--- config.mk ---
export PLATFORM = sky130hd
export DESIGN_NAME = mrp_pdu_event_parser_top_flat
export DESIGN_NICKNAME = d
export VERILOG_FILES = /design/src/rtl/mpep_pkg.sv /design/src/rtl/mpep_in_if.sv /design/src/rtl/mpep_out_if.sv /design/src/rtl/mrp_pdu_event_parser_top.sv /design/src/rtl/mpep_parser.sv /design/src/rtl/mpep_emit.sv /design/src/flat_wrapper.sv
export SDC_FILE = /design/constraint.sdc
export NUM_CORES = 1
export LEC_CHECK = 0
export BUFFER_PORTS_ARGS = -buffer_cell sky130_fd_sc_hd__buf_2
export CAP_MARGIN = 20
export CORE_ASPECT_RATIO = 0.9
export CORE_UTILIZATION = 55
export CTS_CLUSTER_DIAMETER = 60
export DETAILED_ROUTE_END_ITERATION = 7
export GPL_TIMING_DRIVEN = 1
export PLACE_DENSITY = 0.68
export SYNTH_ARGS = -nofsm -noshare
export SYNTH_HDL_FRONTEND = slang
export SYNTH_HIERARCHICAL = 1
export SYNTH_SLANG_ARGS = --single-unit
--- constraint.sdc ---
create_clock -name clk -period 7.4 [get_ports clk]
set_clock_uncertainty 0.2 [all_clocks]
set_input_delay 1.11 -clock clk [delete_from_list [all_inputs] [get_ports clk]]
set_output_delay 1.11 -clock clk [all_outputs]
set_load 0.01 [all_outputs]
--- src/rtl/mpep_pkg.sv ---
// ----------------------------------------------------------------------------
// mpep_pkg - shared types and constants of the MRP PDU event parser
// Parse phases, result word layout, protocol constants and small helpers.
// ----------------------------------------------------------------------------
package mpep_pkg;

	typedef enum logic [3:0] {
		PH_DST     = 4'd0,
		PH_SRC     = 4'd1,
		PH_ETYPE   = 4'd2,
		PH_TCI     = 4'd3,
		PH_VERSION = 4'd4,
		PH_ATYPE   = 4'd5,
		PH_ALEN    = 4'd6,
		PH_LLEN    = 4'd7,
		PH_VHDR    = 4'd8,
		PH_FIRST   = 4'd9,
		PH_THREE   = 4'd10,
		PH_FOUR    = 4'd11,
		PH_PAD     = 4'd12,
		PH_TAIL    = 4'd13,
		PH_OTHER   = 4'd14,
		PH_ERROR   = 4'd15
	} phase_t;

	localparam logic [2:0] KIND_FIRST  = 3'd0;
	localparam logic [2:0] KIND_THREE  = 3'd1;
	localparam logic [2:0] KIND_FOUR   = 3'd2;
	localparam logic [2:0] KIND_LEAVE  = 3'd3;
	localparam logic [2:0] KIND_STATUS = 3'd4;

	localparam logic [1:0] ST_OK      = 2'd0;
	localparam logic [1:0] ST_MALFORM = 2'd1;
	localparam logic [1:0] ST_NOT_MRP = 2'd2;

	localparam logic [15:0] ETYPE_MSRP = 16'h22EA;
	localparam logic [15:0] ETYPE_MVRP = 16'h88F5;
	localparam logic [15:0] ETYPE_VLAN = 16'h8100;
	localparam logic [15:0] ETYPE_QINQ = 16'h88A8;

	localparam logic [7:0] ATYPE_LISTENER = 8'd3;
	localparam logic [2:0] LEAVE_ALL_EVT  = 3'd1;

	typedef struct packed {
		logic [2:0]  kind;
		logic        is_msrp;
		logic [7:0]  attr_type;
		logic [8:0]  message_index;
		logic [9:0]  vector_index;
		logic [11:0] value_index;
		logic [7:0]  value;
		logic [1:0]  status;
		logic        last;
	} result_t;

	typedef struct packed {
		logic [2:0]        n;
		result_t [3:0]     res;
	} batch_t;

	// Required attribute length of the MSRP attribute types one to four
	function automatic logic [6:0] msrp_len(input logic [7:0] t);
		logic [6:0] l;
		case (t)
			8'd1: l = 7'd25;
			8'd2: l = 7'd34;
			8'd3: l = 7'd8;
			8'd4: l = 7'd4;
			default: l = 7'd0;
		endcase
		return l;
	endfunction

	// Exact divide by six for 8-bit values by reciprocal multiply
	function automatic logic [7:0] div6(input logic [7:0] x);
		logic [17:0] p;
		p = 18'(x) * 18'd171;
		return 8'(p >> 10);
	endfunction

	function automatic result_t mk_res(input logic [2:0] kind, input logic msrp,
			input logic [7:0] at, input logic [8:0] mi, input logic [9:0] vi,
			input logic [11:0] xi, input logic [7:0] val);
		result_t r;
		r.kind           = kind;
		r.is_msrp        = msrp;
		r.attr_type      = at;
		r.message_index  = mi;
		r.vector_index   = vi;
		r.value_index    = xi;
		r.value          = val;
		r.status         = ST_OK;
		r.last           = 1'b0;
		return r;
	endfunction

endpackage

--- src/rtl/mpep_in_if.sv ---
// ----------------------------------------------------------------------------
// mpep_in_if - frame byte channel
// Valid/ready channel carrying one frame byte and the count of bytes after it.
// ----------------------------------------------------------------------------
interface mpep_in_if;
	logic        valid;
	logic        ready;
	logic [7:0]  data_byte;
	logic [10:0] bytes_after;

	modport source(output valid, output data_byte, output bytes_after, input ready);
	modport sink(input valid, input data_byte, input bytes_after, output ready);
endinterface

--- src/rtl/mpep_out_if.sv ---
// ----------------------------------------------------------------------------
// mpep_out_if - result channel
// Valid/ready channel carrying one parsed event or frame status word.
// ----------------------------------------------------------------------------
interface mpep_out_if;
	logic        valid;
	logic        ready;
	logic [2:0]  kind;
	logic        is_msrp;
	logic [7:0]  attr_type;
	logic [8:0]  message_index;
	logic [9:0]  vector_index;
	logic [11:0] value_index;
	logic [7:0]  value;
	logic [1:0]  status;
	logic        last;

	modport source(output valid, output kind, output is_msrp, output attr_type,
		output message_index, output vector_index, output value_index,
		output value, output status, output last, input ready);
	modport sink(input valid, input kind, input is_msrp, input attr_type,
		input message_index, input vector_index, input value_index,
		input value, input status, input last, output ready);
endinterface

--- src/rtl/mrp_pdu_event_parser_top.sv ---
// ----------------------------------------------------------------------------
// mrp_pdu_event_parser_top - MVRP/MSRP PDU event parser
// Parses Ethernet frames byte by byte and emits MRP events and frame status.
// ----------------------------------------------------------------------------
// Usage:
//   in_ch carries one frame byte per word with the count of bytes that follow;
//   a count of zero marks the last byte of the frame.
//   out_ch carries leave-all markers, first-value bytes, three- and
//   four-packed events in stream order, and one status word per frame.
//   Each byte is parsed in the cycle it is taken; its words (zero to four)
//   sit in a small buffer and leave through the output register one per
//   cycle while out_ch is ready, each word going from the buffer to the output register.
//   A byte is taken once the buffer holds at most one word that is moving
//   out, so a byte can be taken while the last word of the one before moves out.
//   When out_ch stalls the buffer fills and in_ch.ready drops; nothing is lost.
//   Reset clears the parse state to the start of a frame and empties the
//   output; no clearing pass is needed.
//   On a malformed frame the status word says so; discard that frame's words.
// ----------------------------------------------------------------------------
module mrp_pdu_event_parser_top #(
	parameter int MAX_FRAME_BYTES   = 2048,
	parameter int MAX_VECTOR_VALUES = 4096,
	parameter int MAX_MESSAGES      = 256,
	parameter int MAX_ATTR_LEN      = 64
) (
	input  logic       clk,
	input  logic       arst_n,
	mpep_in_if.sink    in_ch,
	mpep_out_if.source out_ch
);
	import mpep_pkg::*;

	batch_t batch;
	logic   can_take;
	logic   take;

	assign in_ch.ready = can_take;
	assign take        = in_ch.valid && can_take;

	mpep_parser #(
		.MAX_FRAME_BYTES  (MAX_FRAME_BYTES),
		.MAX_VECTOR_VALUES(MAX_VECTOR_VALUES),
		.MAX_MESSAGES     (MAX_MESSAGES),
		.MAX_ATTR_LEN     (MAX_ATTR_LEN)
	) u_parser (
		.clk        (clk),
		.arst_n     (arst_n),
		.take       (take),
		.data_byte  (in_ch.data_byte),
		.bytes_after(in_ch.bytes_after),
		.batch      (batch)
	);

	mpep_emit u_emit (
		.clk     (clk),
		.arst_n  (arst_n),
		.in_valid(in_ch.valid),
		.batch   (batch),
		.can_take(can_take),
		.out_ch  (out_ch)
	);

`ifndef ASSERT_OFF
	// A status word always closes the words of its byte
	a_status_last: assert property (@(posedge clk) disable iff (!arst_n)
		out_ch.valid && out_ch.kind == KIND_STATUS |-> out_ch.last)
		else $error("status word without last");

	// Only status words carry a status code
	a_status_zero: assert property (@(posedge clk) disable iff (!arst_n)
		out_ch.valid && out_ch.kind != KIND_STATUS |-> out_ch.status == ST_OK)
		else $error("status code on an event word");

	// A batch never exceeds four words
	a_batch_size: assert property (@(posedge clk) disable iff (!arst_n)
		batch.n <= 3'd4)
		else $error("batch larger than four words");
`endif

endmodule

--- src/rtl/mpep_parser.sv ---
// ----------------------------------------------------------------------------
// mpep_parser - frame and MRP PDU parse state
// Holds the parse registers and turns one frame byte into up to four results.
// ----------------------------------------------------------------------------
module mpep_parser #(
	parameter int MAX_FRAME_BYTES   = 2048,
	parameter int MAX_VECTOR_VALUES = 4096,
	parameter int MAX_MESSAGES      = 256,
	parameter int MAX_ATTR_LEN      = 64
) (
	input  logic                clk,
	input  logic                arst_n,
	input  logic                take,
	input  logic [7:0]          data_byte,
	input  logic [10:0]         bytes_after,
	output mpep_pkg::batch_t    batch
);
	import mpep_pkg::*;

	localparam int PW = $clog2(MAX_FRAME_BYTES);
	localparam logic [PW-1:0] POS_LAST = PW'(MAX_FRAME_BYTES - 1);

	typedef struct packed {
		logic       fail;
		logic [8:0] msg;
		logic       pad;
	} em_t;

	phase_t      phase_q, n_phase;
	logic [PW-1:0] pos_q, n_pos;
	logic [6:0]  fcnt_q, n_fcnt;
	logic [15:0] fshift_q, n_fshift;
	logic        msrp_q, n_msrp;
	logic [7:0]  atype_q, n_atype;
	logic [6:0]  alen_q, n_alen;
	logic [10:0] lend_q, n_lend;
	logic [12:0] nval_q, n_nval;
	logic [11:0] evcnt_q, n_evcnt;
	logic [8:0]  msg_q, n_msg;
	logic [9:0]  vcnt_q, n_vcnt;
	logic [7:0]  ver_q, n_ver;
	logic        err_q, n_err;

	result_t [3:0] res;
	logic [2:0]  cnt;
	logic        run_tail, want_three, want_four, want_vdone;
	logic [15:0] hdr;
	logic [2:0]  k;
	logic [7:0]  q6, q36, mid, lo;
	logic [1:0]  st;
	em_t         em;

	// Close a message: list end check and runaway message count
	function automatic em_t end_msg(input logic msrp, input logic [11:0] rem,
			input logic [10:0] lend, input logic [8:0] msg);
		em_t e;
		logic [9:0] m;
		m      = {1'b0, msg} + 10'd1;
		e.msg  = m[8:0];
		e.fail = (msrp && (rem < {1'b0, lend})) || (32'(m) > MAX_MESSAGES);
		e.pad  = msrp && (rem > {1'b0, lend});
		return e;
	endfunction

	// Split the byte for three-packed events
	always_comb begin
		q6  = div6(data_byte);
		q36 = div6(q6);
		mid = q6 - 8'(q36 * 8'd6);
		lo  = data_byte - 8'(q6 * 8'd6);
	end

	// Next state and results for one byte
	always_comb begin
		n_phase = phase_q; n_pos = pos_q; n_fcnt = fcnt_q; n_fshift = fshift_q;
		n_msrp = msrp_q; n_atype = atype_q; n_alen = alen_q; n_lend = lend_q;
		n_nval = nval_q; n_evcnt = evcnt_q; n_msg = msg_q; n_vcnt = vcnt_q;
		n_ver = ver_q; n_err = err_q;
		res = '0; cnt = 3'd0;
		run_tail = 1'b0; want_three = 1'b0; want_four = 1'b0; want_vdone = 1'b0;
		hdr = {fshift_q[7:0], data_byte};
		k = 3'd0; st = ST_OK;
		em = end_msg(msrp_q, {1'b0, bytes_after} + 12'd1, lend_q, msg_q);

		if (pos_q >= POS_LAST && bytes_after != 11'd0) begin
			n_err = 1'b1; n_phase = PH_ERROR;
		end else begin
			case (phase_q)
				PH_DST, PH_SRC: begin
					n_fcnt = fcnt_q + 7'd1;
					if (n_fcnt >= 7'd6) begin
						n_fcnt = '0; n_fshift = '0;
						n_phase = (phase_q == PH_DST) ? PH_SRC : PH_ETYPE;
					end
				end
				PH_ETYPE: begin
					n_fshift = {fshift_q[7:0], data_byte};
					n_fcnt = fcnt_q + 7'd1;
					if (n_fcnt >= 7'd2) begin
						n_fcnt = '0;
						if (n_fshift == ETYPE_VLAN || n_fshift == ETYPE_QINQ) begin
							n_phase = PH_TCI;
						end else if (n_fshift == ETYPE_MSRP || n_fshift == ETYPE_MVRP) begin
							n_msrp = (n_fshift == ETYPE_MSRP);
							n_phase = PH_VERSION;
						end else begin
							n_phase = PH_OTHER;
						end
					end
				end
				PH_TCI: begin
					n_fcnt = fcnt_q + 7'd1;
					if (n_fcnt >= 7'd2) begin
						n_fcnt = '0; n_fshift = '0; n_phase = PH_ETYPE;
					end
				end
				PH_VERSION: begin
					n_ver = data_byte; n_msg = '0; n_phase = PH_ATYPE;
				end
				PH_ATYPE, PH_PAD: run_tail = 1'b1;
				PH_ALEN: begin
					if (data_byte == 8'd0 || 32'(data_byte) > MAX_ATTR_LEN ||
						(!msrp_q && (atype_q != 8'd1 || data_byte != 8'd2)) ||
						(msrp_q && atype_q >= 8'd1 && atype_q <= 8'd4 &&
						 data_byte != {1'b0, msrp_len(atype_q)})) begin
						n_err = 1'b1; n_phase = PH_ERROR;
					end else begin
						n_alen = data_byte[6:0]; n_vcnt = '0; n_fcnt = '0; n_fshift = '0;
						n_phase = msrp_q ? PH_LLEN : PH_VHDR;
					end
				end
				PH_LLEN: begin
					n_fshift = {fshift_q[7:0], data_byte};
					n_fcnt = fcnt_q + 7'd1;
					if (n_fcnt >= 7'd2) begin
						if (n_fshift > {5'd0, bytes_after}) begin
							n_err = 1'b1; n_phase = PH_ERROR;
						end else begin
							n_lend = bytes_after - n_fshift[10:0];
							n_fcnt = '0; n_phase = PH_VHDR;
						end
					end
				end
				PH_VHDR: begin
					if (fcnt_q == 7'd0) begin
						if (bytes_after == 11'd0 ||
							(msrp_q && ({1'b0, bytes_after} + 12'd1) <= {1'b0, lend_q})) begin
							n_msg = em.msg;
							if (em.fail) begin
								n_err = 1'b1; n_phase = PH_ERROR;
							end else begin
								n_phase = em.pad ? PH_PAD : PH_ATYPE;
								run_tail = 1'b1;
							end
						end else begin
							n_fshift = {8'd0, data_byte}; n_fcnt = 7'd1;
						end
					end else begin
						n_fcnt = '0;
						if (hdr == 16'd0) begin
							em = end_msg(msrp_q, {1'b0, bytes_after}, lend_q, msg_q);
							n_msg = em.msg;
							if (em.fail) begin
								n_err = 1'b1; n_phase = PH_ERROR;
							end else begin
								n_phase = em.pad ? PH_PAD : PH_ATYPE;
							end
						end else if (32'(hdr[12:0]) > MAX_VECTOR_VALUES) begin
							n_err = 1'b1; n_phase = PH_ERROR;
						end else begin
							n_nval = hdr[12:0];
							if (hdr[15:13] == LEAVE_ALL_EVT) begin
								res[cnt[1:0]] = mk_res(KIND_LEAVE, msrp_q, atype_q, msg_q,
									vcnt_q, 12'd0, 8'd0);
								cnt = cnt + 3'd1;
							end
							n_phase = PH_FIRST;
						end
					end
				end
				PH_FIRST: begin
					res[cnt[1:0]] = mk_res(KIND_FIRST, msrp_q, atype_q, msg_q, vcnt_q,
						{5'd0, fcnt_q}, data_byte);
					cnt = cnt + 3'd1;
					n_fcnt = fcnt_q + 7'd1;
					if (n_fcnt >= alen_q) begin
						n_fcnt = '0; want_three = 1'b1;
					end
				end
				PH_THREE: begin
					k = (fshift_q >= 16'd3) ? 3'd3 : fshift_q[2:0];
					for (int j = 0; j < 3; j++) begin
						if (3'(j) < k) begin
							res[2'(j)] = mk_res(KIND_THREE, msrp_q, atype_q, msg_q, vcnt_q,
								evcnt_q + 12'(j), (j == 0) ? q36 : (j == 1) ? mid : lo);
						end
					end
					cnt = k;
					n_evcnt = evcnt_q + 12'(k);
					n_fshift = fshift_q - 16'(k);
					if (n_fshift == 16'd0) want_four = 1'b1;
				end
				PH_FOUR: begin
					k = (fshift_q >= 16'd4) ? 3'd4 : fshift_q[2:0];
					for (int j = 0; j < 4; j++) begin
						if (3'(j) < k) begin
							res[2'(j)] = mk_res(KIND_FOUR, msrp_q, atype_q, msg_q, vcnt_q,
								evcnt_q + 12'(j), {6'd0, data_byte[7 - 2*j -: 2]});
						end
					end
					cnt = k;
					n_evcnt = evcnt_q + 12'(k);
					n_fshift = fshift_q - 16'(k);
					if (n_fshift == 16'd0) want_vdone = 1'b1;
				end
				default: ;
			endcase
		end

		// Follow-on work within the same byte: message start or list padding
		if (run_tail) begin
			case (n_phase)
				PH_ATYPE: begin
					if (bytes_after == 11'd0 || data_byte == 8'd0) begin
						n_phase = PH_TAIL;
					end else begin
						n_atype = data_byte; n_phase = PH_ALEN;
					end
				end
				PH_PAD: if (bytes_after <= lend_q) n_phase = PH_ATYPE;
				default: ;
			endcase
		end

		// Enter the packed event sections or close the vector
		if (want_three) begin
			n_evcnt = '0; n_fshift = {3'd0, nval_q};
			if (nval_q == 13'd0) want_four = 1'b1;
			else n_phase = PH_THREE;
		end
		if (want_four) begin
			if (msrp_q && atype_q == ATYPE_LISTENER && nval_q != 13'd0) begin
				n_evcnt = '0; n_fshift = {3'd0, nval_q}; n_phase = PH_FOUR;
			end else begin
				want_vdone = 1'b1;
			end
		end
		if (want_vdone) begin
			n_vcnt = vcnt_q + 10'd1; n_fcnt = '0; n_phase = PH_VHDR;
		end

		if (pos_q < POS_LAST) n_pos = pos_q + PW'(1);

		// Close the frame with a status word
		if (bytes_after == 11'd0) begin
			if (!n_err) begin
				case (n_phase)
					PH_ATYPE, PH_TAIL, PH_OTHER, PH_PAD: ;
					PH_VHDR: begin
						em = end_msg(n_msrp, 12'd0, n_lend, n_msg);
						if (n_fcnt != 7'd0 || em.fail) n_err = 1'b1;
					end
					default: n_err = 1'b1;
				endcase
			end
			if (cnt >= 3'd4) begin
				n_err = 1'b1; cnt = 3'd0;
			end
			st = n_err ? ST_MALFORM : (n_phase == PH_OTHER) ? ST_NOT_MRP : ST_OK;
			res[cnt[1:0]] = mk_res(KIND_STATUS, n_msrp, 8'd0, 9'd0, 10'd0, 12'd0, n_ver);
			res[cnt[1:0]].status = st;
			cnt = cnt + 3'd1;
			n_phase = PH_DST; n_pos = '0; n_fcnt = '0; n_fshift = '0; n_msrp = 1'b0;
			n_atype = '0; n_alen = '0; n_lend = '0; n_nval = '0; n_evcnt = '0;
			n_msg = '0; n_vcnt = '0; n_ver = '0; n_err = 1'b0;
		end

		// Mark the last word of this byte
		if (cnt != 3'd0) res[2'(cnt - 3'd1)].last = 1'b1;

		batch.n   = cnt;
		batch.res = res;
	end

	// Advance the parse state on each accepted byte
	always_ff @(posedge clk or negedge arst_n) begin
		if (!arst_n) begin
			phase_q <= PH_DST; pos_q <= '0; fcnt_q <= '0; fshift_q <= '0;
			msrp_q <= 1'b0; atype_q <= '0; alen_q <= '0; lend_q <= '0;
			nval_q <= '0; evcnt_q <= '0; msg_q <= '0; vcnt_q <= '0;
			ver_q <= '0; err_q <= 1'b0;
		end else if (take) begin
			phase_q <= n_phase; pos_q <= n_pos; fcnt_q <= n_fcnt; fshift_q <= n_fshift;
			msrp_q <= n_msrp; atype_q <= n_atype; alen_q <= n_alen; lend_q <= n_lend;
			nval_q <= n_nval; evcnt_q <= n_evcnt; msg_q <= n_msg; vcnt_q <= n_vcnt;
			ver_q <= n_ver; err_q <= n_err;
		end
	end

endmodule

--- src/rtl/mpep_emit.sv ---
// ----------------------------------------------------------------------------
// mpep_emit - result buffer and output register
// Holds the words of one byte and hands them out one per cycle while out_ch is ready.
// ----------------------------------------------------------------------------
module mpep_emit (
	input  logic             clk,
	input  logic             arst_n,
	input  logic             in_valid,
	input  mpep_pkg::batch_t batch,
	output logic             can_take,
	mpep_out_if.source       out_ch
);
	import mpep_pkg::*;

	result_t [3:0] res_q;
	logic [2:0]    rem_q;
	logic [1:0]    idx_q;
	logic          ovalid_q;
	result_t       odata_q;
	logic          load;
	logic          take;

	// Move a word to the output register when it is free or drained
	assign load     = (rem_q != 3'd0) && (!ovalid_q || out_ch.ready);
	assign can_take = (rem_q == 3'd0) || (rem_q == 3'd1 && load);
	assign take     = in_valid && can_take;

	// Hold the batch and count down the words left
	always_ff @(posedge clk or negedge arst_n) begin
		if (!arst_n) begin
			rem_q <= '0;
			idx_q <= '0;
		end else if (take) begin
			rem_q <= batch.n;
			idx_q <= '0;
		end else if (load) begin
			rem_q <= rem_q - 3'd1;
			idx_q <= idx_q + 2'd1;
		end
	end

	always_ff @(posedge clk) begin
		if (take) res_q <= batch.res;
	end

	// Output register
	always_ff @(posedge clk or negedge arst_n) begin
		if (!arst_n) begin
			ovalid_q <= 1'b0;
		end else if (load) begin
			ovalid_q <= 1'b1;
		end else if (out_ch.ready) begin
			ovalid_q <= 1'b0;
		end
	end

	always_ff @(posedge clk) begin
		if (load) odata_q <= res_q[idx_q];
	end

	assign out_ch.valid          = ovalid_q;
	assign out_ch.kind           = odata_q.kind;
	assign out_ch.is_msrp        = odata_q.is_msrp;
	assign out_ch.attr_type      = odata_q.attr_type;
	assign out_ch.message_index  = odata_q.message_index;
	assign out_ch.vector_index   = odata_q.vector_index;
	assign out_ch.value_index    = odata_q.value_index;
	assign out_ch.value          = odata_q.value;
	assign out_ch.status         = odata_q.status;
	assign out_ch.last           = odata_q.last;

endmodule

--- src/flat_wrapper.sv ---
// flat-port wrapper written by rule: the top's interface ports become plain ports
module mrp_pdu_event_parser_top_flat import mpep_pkg::*;
#(
	parameter int MAX_FRAME_BYTES   = 2048,
	parameter int MAX_VECTOR_VALUES = 4096,
	parameter int MAX_MESSAGES      = 256,
	parameter int MAX_ATTR_LEN      = 64
)
  (clk, arst_n, in_ch_valid, in_ch_data_byte, in_ch_bytes_after, in_ch_ready, out_ch_valid, out_ch_kind, out_ch_is_msrp, out_ch_attr_type, out_ch_message_index, out_ch_vector_index, out_ch_value_index, out_ch_value, out_ch_status, out_ch_last, out_ch_ready);
  mpep_in_if in_ch_i ();
  mpep_out_if out_ch_i ();
  input  logic clk;
  input  logic arst_n;
  input wire logic [$bits(in_ch_i.valid)-1:0] in_ch_valid;
  input wire logic [$bits(in_ch_i.data_byte)-1:0] in_ch_data_byte;
  input wire logic [$bits(in_ch_i.bytes_after)-1:0] in_ch_bytes_after;
  output wire logic [$bits(in_ch_i.ready)-1:0] in_ch_ready;
  output wire logic [$bits(out_ch_i.valid)-1:0] out_ch_valid;
  output wire logic [$bits(out_ch_i.kind)-1:0] out_ch_kind;
  output wire logic [$bits(out_ch_i.is_msrp)-1:0] out_ch_is_msrp;
  output wire logic [$bits(out_ch_i.attr_type)-1:0] out_ch_attr_type;
  output wire logic [$bits(out_ch_i.message_index)-1:0] out_ch_message_index;
  output wire logic [$bits(out_ch_i.vector_index)-1:0] out_ch_vector_index;
  output wire logic [$bits(out_ch_i.value_index)-1:0] out_ch_value_index;
  output wire logic [$bits(out_ch_i.value)-1:0] out_ch_value;
  output wire logic [$bits(out_ch_i.status)-1:0] out_ch_status;
  output wire logic [$bits(out_ch_i.last)-1:0] out_ch_last;
  input wire logic [$bits(out_ch_i.ready)-1:0] out_ch_ready;
  assign in_ch_i.valid = in_ch_valid;
  assign in_ch_i.data_byte = in_ch_data_byte;
  assign in_ch_i.bytes_after = in_ch_bytes_after;
  assign in_ch_ready = in_ch_i.ready;
  assign out_ch_valid = out_ch_i.valid;
  assign out_ch_kind = out_ch_i.kind;
  assign out_ch_is_msrp = out_ch_i.is_msrp;
  assign out_ch_attr_type = out_ch_i.attr_type;
  assign out_ch_message_index = out_ch_i.message_index;
  assign out_ch_vector_index = out_ch_i.vector_index;
  assign out_ch_value_index = out_ch_i.value_index;
  assign out_ch_value = out_ch_i.value;
  assign out_ch_status = out_ch_i.status;
  assign out_ch_last = out_ch_i.last;
  assign out_ch_i.ready = out_ch_ready;
  mrp_pdu_event_parser_top #(.MAX_FRAME_BYTES(MAX_FRAME_BYTES), .MAX_VECTOR_VALUES(MAX_VECTOR_VALUES), .MAX_MESSAGES(MAX_MESSAGES), .MAX_ATTR_LEN(MAX_ATTR_LEN)) u_core (.clk(clk), .arst_n(arst_n), .in_ch(in_ch_i), .out_ch(out_ch_i));
endmodule
# [After elaboration in Yosys (flattened, before gate mapping)]
# Cells that the tools add are included.
[classes] eq_ne=40 magnitude_cmp=31 mul=3 reduce_logical=66 add_sub_neg=17 mux=181
[op_table] cell="216-bit bitwise mux" n=3
[op_table] cell="216-bit two-way mux" n=2
[op_table] cell="54-bit demux with 2-bit select" n=3
[op_table] cell="53-bit two-way mux" n=6
[op_table] cell="54-bit case mux with 4 select lines" n=1
[op_table] cell="16-bit two-way mux" n=10
[op_table] cell="7-bit two-way mux" n=17
[op_table] cell="16-bit case mux with 7 select lines" n=1
[op_table] cell="54-bit binary-select mux with 2-bit select" n=1
[op_table] cell="108-bit two-way mux" n=1
[op_table] cell="54-bit two-way mux" n=2
[op_table] cell="54-bit case mux with 2 select lines" n=1
[op_table] cell="52-bit two-way mux" n=2
[op_table] cell="4-bit two-way mux" n=25
[op_table] cell="13-bit two-way mux" n=6
[op_table] cell="11-bit two-way mux" n=7
[op_table] cell="12-bit two-way mux" n=5
[op_table] cell="8-bit two-way mux" n=7
[op_table] cell="10-bit two-way mux" n=5
[op_table] cell="16-bit equality test (second input constant)" n=3
[op_table] cell="16-bit logical NOT" n=3
[op_table] cell="9-bit two-way mux" n=5
[op_table] cell="1-bit two-way mux" n=42
[op_table] cell="3-bit two-way mux" n=14
[op_table] cell="other kinds (85)" n=166
[word_totals] ff_bits=394 in_bits=23 word_cells=400

# [Depth between registers and ports, before layout]
# Gate-level depths: netlist of the first run.
[logic_depth] ltp_word=29 ltp_mapped=40

# [By module]
# Netlist of the first run, hierarchy kept.
[by_module_without_submodules] module="mpep_parser" instances=1 cells_each=1822 area_each_um2=14290.0 seq_area_each_um2=2952.8
[by_module_without_submodules] module="mpep_emit" instances=1 cells_each=369 area_each_um2=9776.9 seq_area_each_um2=8257.9
[by_module_without_submodules] module="mrp_pdu_event_parser_top" instances=1 cells_each=1 area_each_um2=6.3 seq_area_each_um2=0.0

# [Worst setup path after synthesis of the first run]
# Ideal clock, no wire load.
[synth_path] path_type="input port to flip-flop" startpoint="input in_ch_data_byte[1]" endpoint="register u_core/u_emit/res_q[63] in the netlist's numbering (data pin)" required_ns=7.024 t_arrival_ns=9.202 setup_slack_ns=-2.178 path_stages=38 n_path_buf=0 path_cell_list="ha_1 fa_1 fa_1 inv_1 fa_1 inv_1 ha_1 nor3_1 o221ai_1 a31oi_1 o21bai_1 a22o_1 o21ai_0 nand2b_1 a21oi_1 xnor2_1 ha_1 fa_1 [2 not listed] a21oi_1 nor2b_1 o21ai_0 nand2b_1 o21ai_0 a31oi_1 o21ai_0 o31a_1 xor2_1 ha_1 inv_1 ha_1 nand2_1 o311a_1 o21bai_1 a21oi_1 o21a_1 o32ai_1"
[synth_rtl] element="from (decl)" line="flat_wrapper.sv:15" text="input wire logic [$bits(in_ch_i.data_byte)-1:0] in_ch_data_byte;"
[synth_rtl] element="to (signal assigned)" line="mpep_emit.sv:43" text="if (take) res_q <= batch.res;"
[synth_rtl] element="to (decl)" line="mpep_emit.sv:15" text="result_t [3:0] res_q;"

==> run summary, run 1 <==
WL final - 63870 um
Clock Tree Root - clkbuf_16
post-synthesis mux area share - 0.06788
CP max FO - 3
Max Fclk - 115.6 MHz
failing checks - setup timing
status - complete, but fails checks
Synth Cell Area - 24070 um2
Starting DRT DRC Count - 1534
top_reg_cell synth - edfxtp_1
Core Area - 43060 um2
FF/Latch Area - 11220 um2
syn_area_per_cell - 10.98 um2
GR Overflow Total - 0
Synth Area in Compound Gates - 0.1338
first-pass GRT wire length - 100200 um
P&R area growth vs syn - 13.23%
initial antenna violation count - 2
Leak - 11.09 nW
WP data arrival - 8.84 ns
number of enable flip-flop cells after synthesis - 270
I/O Buffers - 78
GP Congestion - 0.9838
Fin. Hold Viols - 0
HP Class - reg -> reg
Starting Density - 0.5590
multi-input logic area - 12100 um2
via count - 18000
Chip Width - 222.5 um
CTS Buf Count - 42
slowest CP cell - fa_1
simple-gate share of the synthesized area - 0.1414
CP most frequent cell - ha_4
post-route cell area - 27260 um2
Clk Latency, worst-skew pair - 0.57 ns
Max stage delay on crit path - 0.57 ns
TritonCTS Sinks - 394
Startpoint Class - input port
largest net degree at the start of global routing - 161
Cell Area, Placed - 25310 um2
largest family of logic cells by synthesized area - simple AND/OR/NAND/NOR gates
final setup vio count - 9
Setup crit end kind - flip-flop
Synth Area in XOR/XNOR - 0.03093
peak supply drop - 1.034 mV
post-place setup slack - -1.954 ns
die area - 44610 um2
Seq/Total Area, Yosys - 0.4657
max_slew headroom - 0.2492
Cell variety after synth - 100
Antenna Nets Post-Route - 0
DRC viols - 0
Post-DP HPWL - 45420 um
r2r setup slk - 1.98 ns
Max Cap Violations - 0
Ports - 79
Nets - 2534
Seq cells post-synth - 394
Reg clk slew, reported paths - 0.06 ns
Vias/cell - 6.154
TritonCTS clock tree - built
Fin Setup TNS - -6.722 ns
fin worst setup slack - -1.253 ns
fill count - 3397
vias in the first global route - 17570
crit path kind - in -> reg
DIE HEIGHT - 200.5 um
GRT Resource Usage Total - 0.2888
RSZ-0062 raised after global routing - yes
synth warn - 6
Max Slew Vio Count - 0
Critical Path RT - 7.59 ns
fin crit share - 1.169
synthesized-area fraction occupied by adder cells - 0.09647
ys async rst share - 0.3147
row count - 72
Pre-antenna DRT Iters - 6
pwr/cell area - 551.7 nW/um2
Final min period - 8.653 ns
layout cell share with drive strength beyond 1 - 0.1908
Max clock buf depth - 3
Worst-Margin Slew - 1.126 ns
Mapped Cells - 2192
Clock H-tree levels - 2
wire per inst - 21.84 um
[stage by stage]
step	std cells	power [mW]	hold WS (ns)	util
global placement	2822	10.83	0.2847	0.5878
detailed placement	2822	11.00	0.2819	0.5878
CTS	2920	14.63	0.3040	0.6291
floorplan	2273	8.570	0.2658	-
global route	2924	16.02	0.3326	0.6330
finish	2925	15.04	0.2979	0.6330
[logic make-up (layout without fill, tap and decap cells)]
kind of cell	Yosys count	after routing
other cells	2	84
buf+inv	308	404
simple gates	673	673
compound gates	462	462
xor+xnor	85	85
fa+ha+maj	175	175
flops	394	394
mux	93	93
[layout make-up]
class / instances / area share
multi-input combinational: 1571 / 0.4439
sequential: 394 / 0.4115
timing repair buffer: 209 / 0.05233
clock buffer: 52 / 0.04140
tap: 555 / 0.02548
inverter: 119 / 0.01666
clock inverter: 24 / 0.008675
antenna: 1 / 0.00009180
[sequential cells by signal, indices dropped and copies added (netlist names), 2 cells and up]
name                                count
u_core/u_parser/lend_q                 11
u_core/u_emit/out_ch.message_index      9
u_core/u_emit/out_ch.kind               3
u_core/u_emit/out_ch.status             2
u_core/u_emit/res_q                   216
u_core/u_emit/idx_q                     2
u_core/u_parser/alen_q                  7
u_core/u_parser/atype_q                 8
u_core/u_emit/out_ch.value              8
u_core/u_emit/out_ch.vector_index      10
u_core/u_parser/evcnt_q                12
u_core/u_parser/fshift_q               16
u_core/u_parser/ver_q                   8
u_core/u_emit/out_ch.value_index       12
u_core/u_emit/out_ch.attr_type          8
u_core/u_parser/pos_q                  11
u_core/u_emit/rem_q                     3
u_core/u_parser/nval_q                 13
u_core/u_parser/vcnt_q                 10
u_core/u_parser/fcnt_q                  7
u_core/u_parser/phase_q                 4
u_core/u_parser/msg_q                   9
[worst max-delay path: cells and delay by family]
| kind | cells | cell delay [ns] |
|---|---|---|
| buffers and inverters | 4 | 0.23 |
| AO/OA/AOI/OAI | 16 | 2.78 |
| AND/OR/NAND/NOR | 5 | 0.36 |
| adder cells (fa/ha/maj) | 11 | 4.01 |
| XOR/XNOR | 2 | 0.35 |
[worst paths after layout]
path                       cells past startpoint                       start                          end
setup / recovery                              38          in_ch_data_byte[3]      u_core/u_emit/res_q[63]
hold / removal                                 1    u_core/u_parser/ver_q[3]     u_core/u_parser/ver_q[3]
setup reg to reg                              11  u_core/u_parser/phase_q[3]      u_core/u_emit/res_q[58]
hold reg to reg                                1    u_core/u_parser/ver_q[3]     u_core/u_parser/ver_q[3]
max in group asynchronous                      2                      arst_n       u_core/u_emit/idx_q[0]
min in group asynchronous                      1                      arst_n  u_core/u_parser/fshift_q[8]
[cell usage in the layout, fill, tap and decap left out, types with 40 or more instances in the layout]
cell type | synthesis | final
a21oi_1 | 87 | 81
and2_1 | 40 | 40
and3_1 | 48 | 48
buf_2 | 13 | 75
buf_4 | 85 | 123
clkbuf_16 | 0 | 42
conb_1 | 2 | 83
dfrtp_1 | 124 | 122
edfxtp_1 | 270 | 270
ha_1 | 156 | 139
inv_1 | 119 | 113
mux4_2 | 54 | 54
nand2_1 | 165 | 160
nand3_1 | 71 | 71
nor2_1 | 165 | 163
o21ai_0 | 99 | 93
xnor2_1 | 53 | 47
[routing by layer]
metal	up-vias	share of wire	track usage
met4	2	0.036	0.1049
met5	-	0.00027	0
met3	128	0.073	0.05225
met1	8890	0.44	0.4052
li1	8286	-	-
met2	695	0.45	0.4510
[synth_stat cells, types with 9 or more instances]
cell type | count | area share
o21ai_0 | 99 | 0.021
a41oi_1 | 9 | 0.0033
ha_1 | 156 | 0.081
a22o_1 | 38 | 0.014
nor3_1 | 36 | 0.0075
or3_1 | 14 | 0.0036
a22oi_1 | 17 | 0.0053
and3_1 | 48 | 0.012
edfxtp_1 | 270 | 0.34
buf_2 | 13 | 0.0027
a21oi_1 | 87 | 0.018
and2_1 | 40 | 0.010
nand2b_1 | 19 | 0.0049
mux2i_1 | 17 | 0.0071
mux4_2 | 54 | 0.051
clkbuf_1 | 83 | 0.013
nor2b_1 | 18 | 0.0047
a21o_1 | 20 | 0.0062
dfrtp_1 | 124 | 0.13
a31oi_1 | 24 | 0.0062
xnor2_1 | 53 | 0.019
o22ai_1 | 17 | 0.0044
nor2_1 | 165 | 0.026
nand4_1 | 25 | 0.0065
nor4_1 | 18 | 0.0047
inv_1 | 119 | 0.019
o31ai_1 | 16 | 0.0050
a211oi_1 | 13 | 0.0041
o21a_1 | 9 | 0.0028
mux2_2 | 22 | 0.010
fa_1 | 18 | 0.015
xor2_1 | 32 | 0.012
buf_4 | 85 | 0.027
nand3_1 | 71 | 0.015
o211ai_1 | 10 | 0.0031
nand2_1 | 165 | 0.026
a221oi_1 | 11 | 0.0040
[what timing repair did]
item,4_1_cts,5_1_grt
hold buffers,0,0
buffers inserted,24,6
resized for setup,45,23
pin swaps,33,35
setup endpoints to repair,9,11
[power breakdown]
group | switching [mW] | leakage, nW | total [mW] | internal, mW
clock | 0.868 | 0.668 | 2.07 | 1.20
sequential | 0.458 | 4.20 | 3.62 | 3.16
combinational | 4.75 | 6.23 | 9.35 | 4.60
Note: power is estimated with default switching activity, not from simulation.
==> run 2: changes to the inputs <==
- SKIP_CTS_REPAIR_TIMING: unset -> 1
==> run 2 against run 1 <==
Net effect: the flow still finishes with violations (setup timing); final cell count down 0.31%; hold slack hardly changed; clock power about the same; utilization shrank 0.44 points; setup slack worse by 0.13 ns; non-clock buffer count shrank 9; design area fell by 0.69%; global-route usage fell by 0.37 points; largest cell class unchanged; highest routed layer is now met4.
==> run summary, run 2 (synthesis gave the netlist of run 1 again) <==
Core Area - 43060 um2 (unchanged)
max_slew headroom - 0.2744 (+0.02518)
combinational power share - 0.611 (-0.011)
largest registers - u_core/u_emit/res_q x216, u_core/u_parser/fshift_q x16, u_core/u_parser/nval_q x13
worst flop-to-flop path startpoint - u_core/u_parser/phase_q[3]
Finished Core Util - 0.6286 (-0.004388)
Starting Density - 0.5590 (unchanged)
DIE HEIGHT - 200.5 um (unchanged)
Seq pwr share - 0.247 (+0.006)
wire per inst - 21.82 um (about the same)
TritonCTS clock tree - built
row count - 72 (unchanged)
FF-to-FF End - u_core/u_emit/res_q[101]
HP Class - reg -> reg
slowest CP cell - fa_1
Chip Width - 222.5 um (unchanged)
CP max FO - 5 (+2)
WHS Endpoint - u_core/u_parser/ver_q[3]
r2r setup slk - 1.98 ns (about the same)
R2R depth - 11 (unchanged)
Startpoint Class - input port
Vias/cell - 6.158 (about the same)
most common cell after layout, fill and taps aside - edfxtp_1
switching power - 5.969 mW (-1.8%)
Max Slew Vio Count - 0 (unchanged)
Worst-Margin Slew - 1.088 ns (-0.03775 ns)
Fin. Hold Viols - 0 (unchanged)
clock power share - 0.141 (+0.004)
Max Fclk - 113.9 MHz (-1.4%)
Reg with most FFs - u_core/u_emit/res_q
most frequent cells in the layout - edfxtp_1 (270), nand2_1 (163), nor2_1 (162), ha_1 (143), dfrtp_1 (122)
Max stage delay on crit path - 0.53 ns (-0.04 ns)
Critical Path RT - 7.50 ns (-0.09 ns)
Reg clk slew, reported paths - 0.06 ns (about the same)
final setup vio count - 9 (unchanged)
Pwr Total - 14.62 mW (-2.7%)
Final min period - 8.779 ns (+0.1255 ns)
Starting DRT DRC Count - 1658 (+8.1%)
Max Cap Violations - 0 (unchanged)
Ports - 79 (unchanged)
RSZ-0062 raised after global routing - yes
Clock H-tree levels - 2 (unchanged)
die area - 44610 um2 (unchanged)
peak supply drop - 0.8710 mV (-16%)
Leak - 11.02 nW (-0.67%)
fin worst setup slack - -1.379 ns (-0.1255 ns)
Cell Area, Placed - 25310 um2 (unchanged)
Hold Crit Depth - 1 (unchanged)
Switching Share - 0.4082 (+0.003922)
Post-DP HPWL - 45420 um (unchanged)
GP Congestion - 0.9838 (unchanged)
initial antenna violation count - 1 (-1)
worst hold start - u_core/u_parser/ver_q[3]
worst hold slack - 0.2978 ns (-0.00009800 ns)
TritonCTS Sinks - 394 (unchanged)
first-pass GRT wire length - 99020 um (-1.2%)
Clock Tree Root - clkbuf_16
WP data arrival - 8.88 ns (+0.04 ns)
Max clock buf depth - 3 (unchanged)
post-route cell area - 27070 um2 (-0.69%)
layout cell share with drive strength beyond 1 - 0.1818 (-0.009018)
Clk Latency, worst-skew pair - 0.57 ns (about the same)
failing checks - setup timing
Nets - 2525 (-0.36%)
Antenna Nets Post-Route - 0 (unchanged)
pwr/cell area - 540.3 nW/um2 (-2.1%)
GR Overflow Total - 0 (unchanged)
DRC viols - 0 (unchanged)
status - complete, but fails checks
P&R area growth vs syn - 12.45%
I/O Buffers - 78 (unchanged)
fin crit share - 1.186 (+0.01696)
WL final - 63620 um (-0.39%)
crit path kind - in -> reg
via count - 17960 (-0.24%)
CTS Buf Count - 42 (unchanged)
P_int - 8.656 mW (-3.4%)
largest net degree at the start of global routing - 161 (unchanged)
Largest register FFs - 216 (unchanged)
vias in the first global route - 17360 (-1.2%)
GRT Resource Usage Total - 0.2852 (-0.003669)
Setup crit end kind - flip-flop
Pre-antenna DRT Iters - 7 (+1)
[run 2: changes by cell type in the layout (fill, tap and decap cells not counted), moves of 3 or more]
cell | before | now
buf_4 | 123 | 116
ha_1 | 139 | 143
ha_4 | 16 | 11
nand2_1 | 160 | 163
nand2_2 | 5 | 2
[run 2: how the worst max path moves through the flow]
stage / startpoint / to / cells after the start
global placement: in_ch_data_byte[1] / u_core/u_emit/res_q[63] / 37
global route: in_ch_data_byte[1] / u_core/u_emit/res_q[63] / 37
finish: in_ch_data_byte[1] / u_core/u_emit/res_q[64] / 36
detailed placement: in_ch_data_byte[0] / u_core/u_emit/res_q[63] / 37
floorplan: in_ch_data_byte[1] / u_core/u_emit/res_q[63] / 38
CTS: in_ch_data_byte[0] / u_core/u_emit/res_q[63] / 37
[run 2: power by group through the flow]
stage	clock, mW	sequential (mW)	combinational [mW]
5_1_grt	2.19	3.69	9.74
3_5_place_dp	0	3.65	7.35
4_1_cts	2.11	3.61	7.40
2_1_floorplan	0	3.55	5.02
3_3_place_gp	0	3.63	7.21
6_report	2.07	3.62	8.94
[run 2: area by class of cell]
cell class                 count  area, um2
sequential                   394      11220
clock buffer                  52       1129
antenna                        1      2.502
clock inverter                24      236.5
timing repair buffer         200       1348
multi-input combinational   1571      11990
tap                          555      694.4
fill                        3408      15990
inverter                     119      454.2
[run 2: metal layers]
layer | global-route usage | part of all wire | vias to the layer above | routed length, um
met1 | 0.4039 | 0.44 | 8858 | 27930
met3 | 0.05196 | 0.074 | 132 | 4723
met4 | 0.1062 | 0.038 | 0 | 2387
met5 | 0 | 0 | - | 0
met2 | 0.4394 | 0.45 | 691 | 28580
li1 | - | - | 8277 | -
[run 2: critical path: cells and delay by family]
family / cells / cell delay (ns)
adder cells (fa/ha/maj): 12 / 4.34
AND/OR/NAND/NOR: 6 / 0.80
AO/OA/AOI/OAI: 12 / 2.00
buffers and inverters: 4 / 0.34
XOR/XNOR: 2 / 0.28
[run 2: metrics by stage]
step,setup TNS [ns],worst slack (ns),instances
floorplan,-8.013,-1.528,2273
global placement,-11.59,-1.746,2822
detailed placement,-13.42,-1.954,2822
CTS,-6.935,-1.366,2898
global route,-10.73,-1.654,2915
finish,-7.847,-1.379,2916
==> run 3: changes to the inputs <==
- clock period: 7.4 -> 9.13 ns (I/O delays scaled with it)
==> run 3 against run 2 <==
Net effect: the flow now finishes without violations; setup slack improved by 1.6 ns; register-to-register slack improved by 1.7 ns; final cell count decreased by 0.89%; total power decreased by 24%; combinational power decreased by 28%; global-route usage about the same; routed wire length about the same; design area decreased by 0.89%; critical path type unchanged; critical endpoint unchanged.
==> run summary, run 3 (synthesis gave the netlist of run 1 again) <==
status - complete, no violations
HP Class - reg -> reg
Max Cap Violations - 0 (unchanged)
final setup vio count - 0 (-9)
via count - 18070 (+0.60%)
Starting DRT DRC Count - 1860 (+12%)
combinational power share - 0.582 (-0.029)
pwr/cell area - 414.3 nW/um2 (-23%)
switching power - 4.604 mW (-23%)
Clock H-tree levels - 2 (unchanged)
Clk Latency, worst-skew pair - 0.59 ns (+0.02 ns)
most frequent cells in the layout - edfxtp_1 (270), nand2_1 (165), nor2_1 (164), ha_1 (146), dfrtp_1 (122)
Antenna Nets Post-Route - 0 (unchanged)
WP data arrival - 9.06 ns (+0.18 ns)
Reg clk slew, reported paths - 0.06 ns (about the same)
row count - 72 (unchanged)
crit path kind - in -> reg
Worst-Margin Slew - 1.078 ns (-0.009545 ns)
Final min period - 8.938 ns
initial antenna violation count - 0 (-1)
Clock Tree Root - clkbuf_16
Finished Core Util - 0.6231 (-0.005579)
Pre-antenna DRT Iters - 8 (+1)
Max stage delay on crit path - 0.53 ns (about the same)
Chip Width - 222.5 um (unchanged)
Fin. Hold Viols - 0 (unchanged)
Starting Density - 0.5590 (unchanged)
clock power share - 0.158 (+0.017)
TritonCTS Sinks - 394 (unchanged)
GR Overflow Total - 0 (unchanged)
Max Fclk - 111.9 MHz
Crit path depth - 37 (+2.8%)
Nets - 2496 (-1.1%)
Top delay family on crit path - adder cells
R2R depth - 15 (+4)
RSZ-0062 raised after global routing - yes
wire per inst - 22.03 um (+0.99%)
die area - 44610 um2 (unchanged)
WL final - 63670 um (about the same)
GP Congestion - 0.9943 (+1.1%)
Cell Area, Placed - 25120 um2 (-0.77%)
Leak - 10.90 nW (-1.1%)
Max Slew Vio Count - 0 (unchanged)
Setup crit end kind - flip-flop
# diodes - 0 (-1)
GRT Resource Usage Total - 0.2856 (+0.0004158)
Max clock buf depth - 3 (unchanged)
CP bufs+invs - 5 (+1)
first-pass GRT wire length - 99040 um (about the same)
Hold Crit Depth - 2 (+1)
peak supply drop - 0.7065 mV (-19%)
most common cell after layout, fill and taps aside - edfxtp_1
P_int - 6.511 mW (-25%)
CP max FO - 5 (unchanged)
Vias/cell - 6.251 (+1.5%)
slowest CP cell - fa_1
post-route cell area - 26830 um2 (-0.89%)
Post-DP HPWL - 45080 um (-0.74%)
Critical Path RT - 9.25 ns (+1.75 ns)
Pwr Total - 11.11 mW (-24%)
Ports - 79 (unchanged)
max_slew headroom - 0.2808 (+0.006367)
Core Area - 43060 um2 (unchanged)
CTS Buf Count - 44 (+4.8%)
Switching Share - 0.4142 (+0.006035)
largest net degree at the start of global routing - 149 (-7.5%)
fin crit share - 0.9790
Largest register FFs - 216 (unchanged)
Reg with most FFs - u_core/u_emit/res_q
vias in the first global route - 17530 (+0.98%)
DRC viols - 0 (unchanged)
DIE HEIGHT - 200.5 um (unchanged)
largest registers - u_core/u_emit/res_q x216, u_core/u_parser/fshift_q x16, u_core/u_parser/nval_q x13
layout cell share with drive strength beyond 1 - 0.1675 (-0.01433)
I/O Buffers - 78 (unchanged)
P&R area growth vs syn - 11.45%
Seq pwr share - 0.260 (+0.013)
Startpoint Class - input port
TritonCTS clock tree - built
-- run 3: final timing paths --
path                                                   from  slack, ns                          to
worst max-delay path                     in_ch_data_byte[1]       0.19     u_core/u_emit/res_q[64]
worst min-delay path             u_core/u_parser/lend_q[10]       0.31  u_core/u_parser/lend_q[10]
worst max register to register  u_core/u_parser/fshift_q[5]       3.63     u_core/u_emit/res_q[58]
worst min register to register   u_core/u_parser/lend_q[10]       0.31  u_core/u_parser/lend_q[10]
max in group asynchronous                            arst_n       6.49      u_core/u_emit/idx_q[0]
min in group asynchronous                            arst_n       0.66   u_core/u_parser/lend_q[1]
-- run 3: power groups by stage --
stage	Clock [mW]	Sequential [mW]	Combinational (mW)
finish	1.76	2.90	6.46
global route	1.85	2.95	7.03
CTS	1.79	2.89	5.89
detailed placement	0	2.92	5.86
global placement	0	2.91	5.69
floorplan	0	2.88	3.95
-- run 3: stage by stage --
stage | TNS [ns] | hold slack (ns) | setup slack, ns | instances
2_1_floorplan | -0.1249 | 0.2658 | -0.08108 | 2273
3_3_place_gp | -0.9614 | 0.2834 | -0.2843 | 2801
3_5_place_dp | -1.793 | 0.2813 | -0.4859 | 2802
4_1_cts | 0 | 0.3036 | 0.1411 | 2884
5_1_grt | -0.3328 | 0.3211 | -0.1647 | 2890
6_report | 0 | 0.3086 | 0.1918 | 2890
-- run 3: cell type report --
class,count,area [um2]
fillers,3425,16230
multi-input cells,1571,11920
flip-flops and latches,394,11220
clock buffers,59,1219
repair buffers,169,1096
well taps,555,694.4
inverters,119,454.2
clock inverters,23,231.5
-- run 3: worst register-to-register path, cell delays in order (launching register included) --
cell	delay (ns)
dfrtp_1	0.58
or4_4	0.66
nor4_1	0.68
nor2_1	0.13
nand2_1	0.19
or3_1	0.29
o211ai_1	0.14
nand2_1	0.18
inv_1	0.09
ha_1	0.18
nand2_1	0.43
inv_1	0.17
nor2_1	0.14
buf_4	0.34
nand2_1	0.53
o22ai_1	0.37
-- run 3: routing by layer --
metal  up-vias  part of all wire  track usage
li1       8216                 -            -
met1      8933              0.44       0.4051
met2       779              0.45       0.4478
met3       138             0.074      0.04640
met4         0             0.031      0.09729
met5         -                 0            0
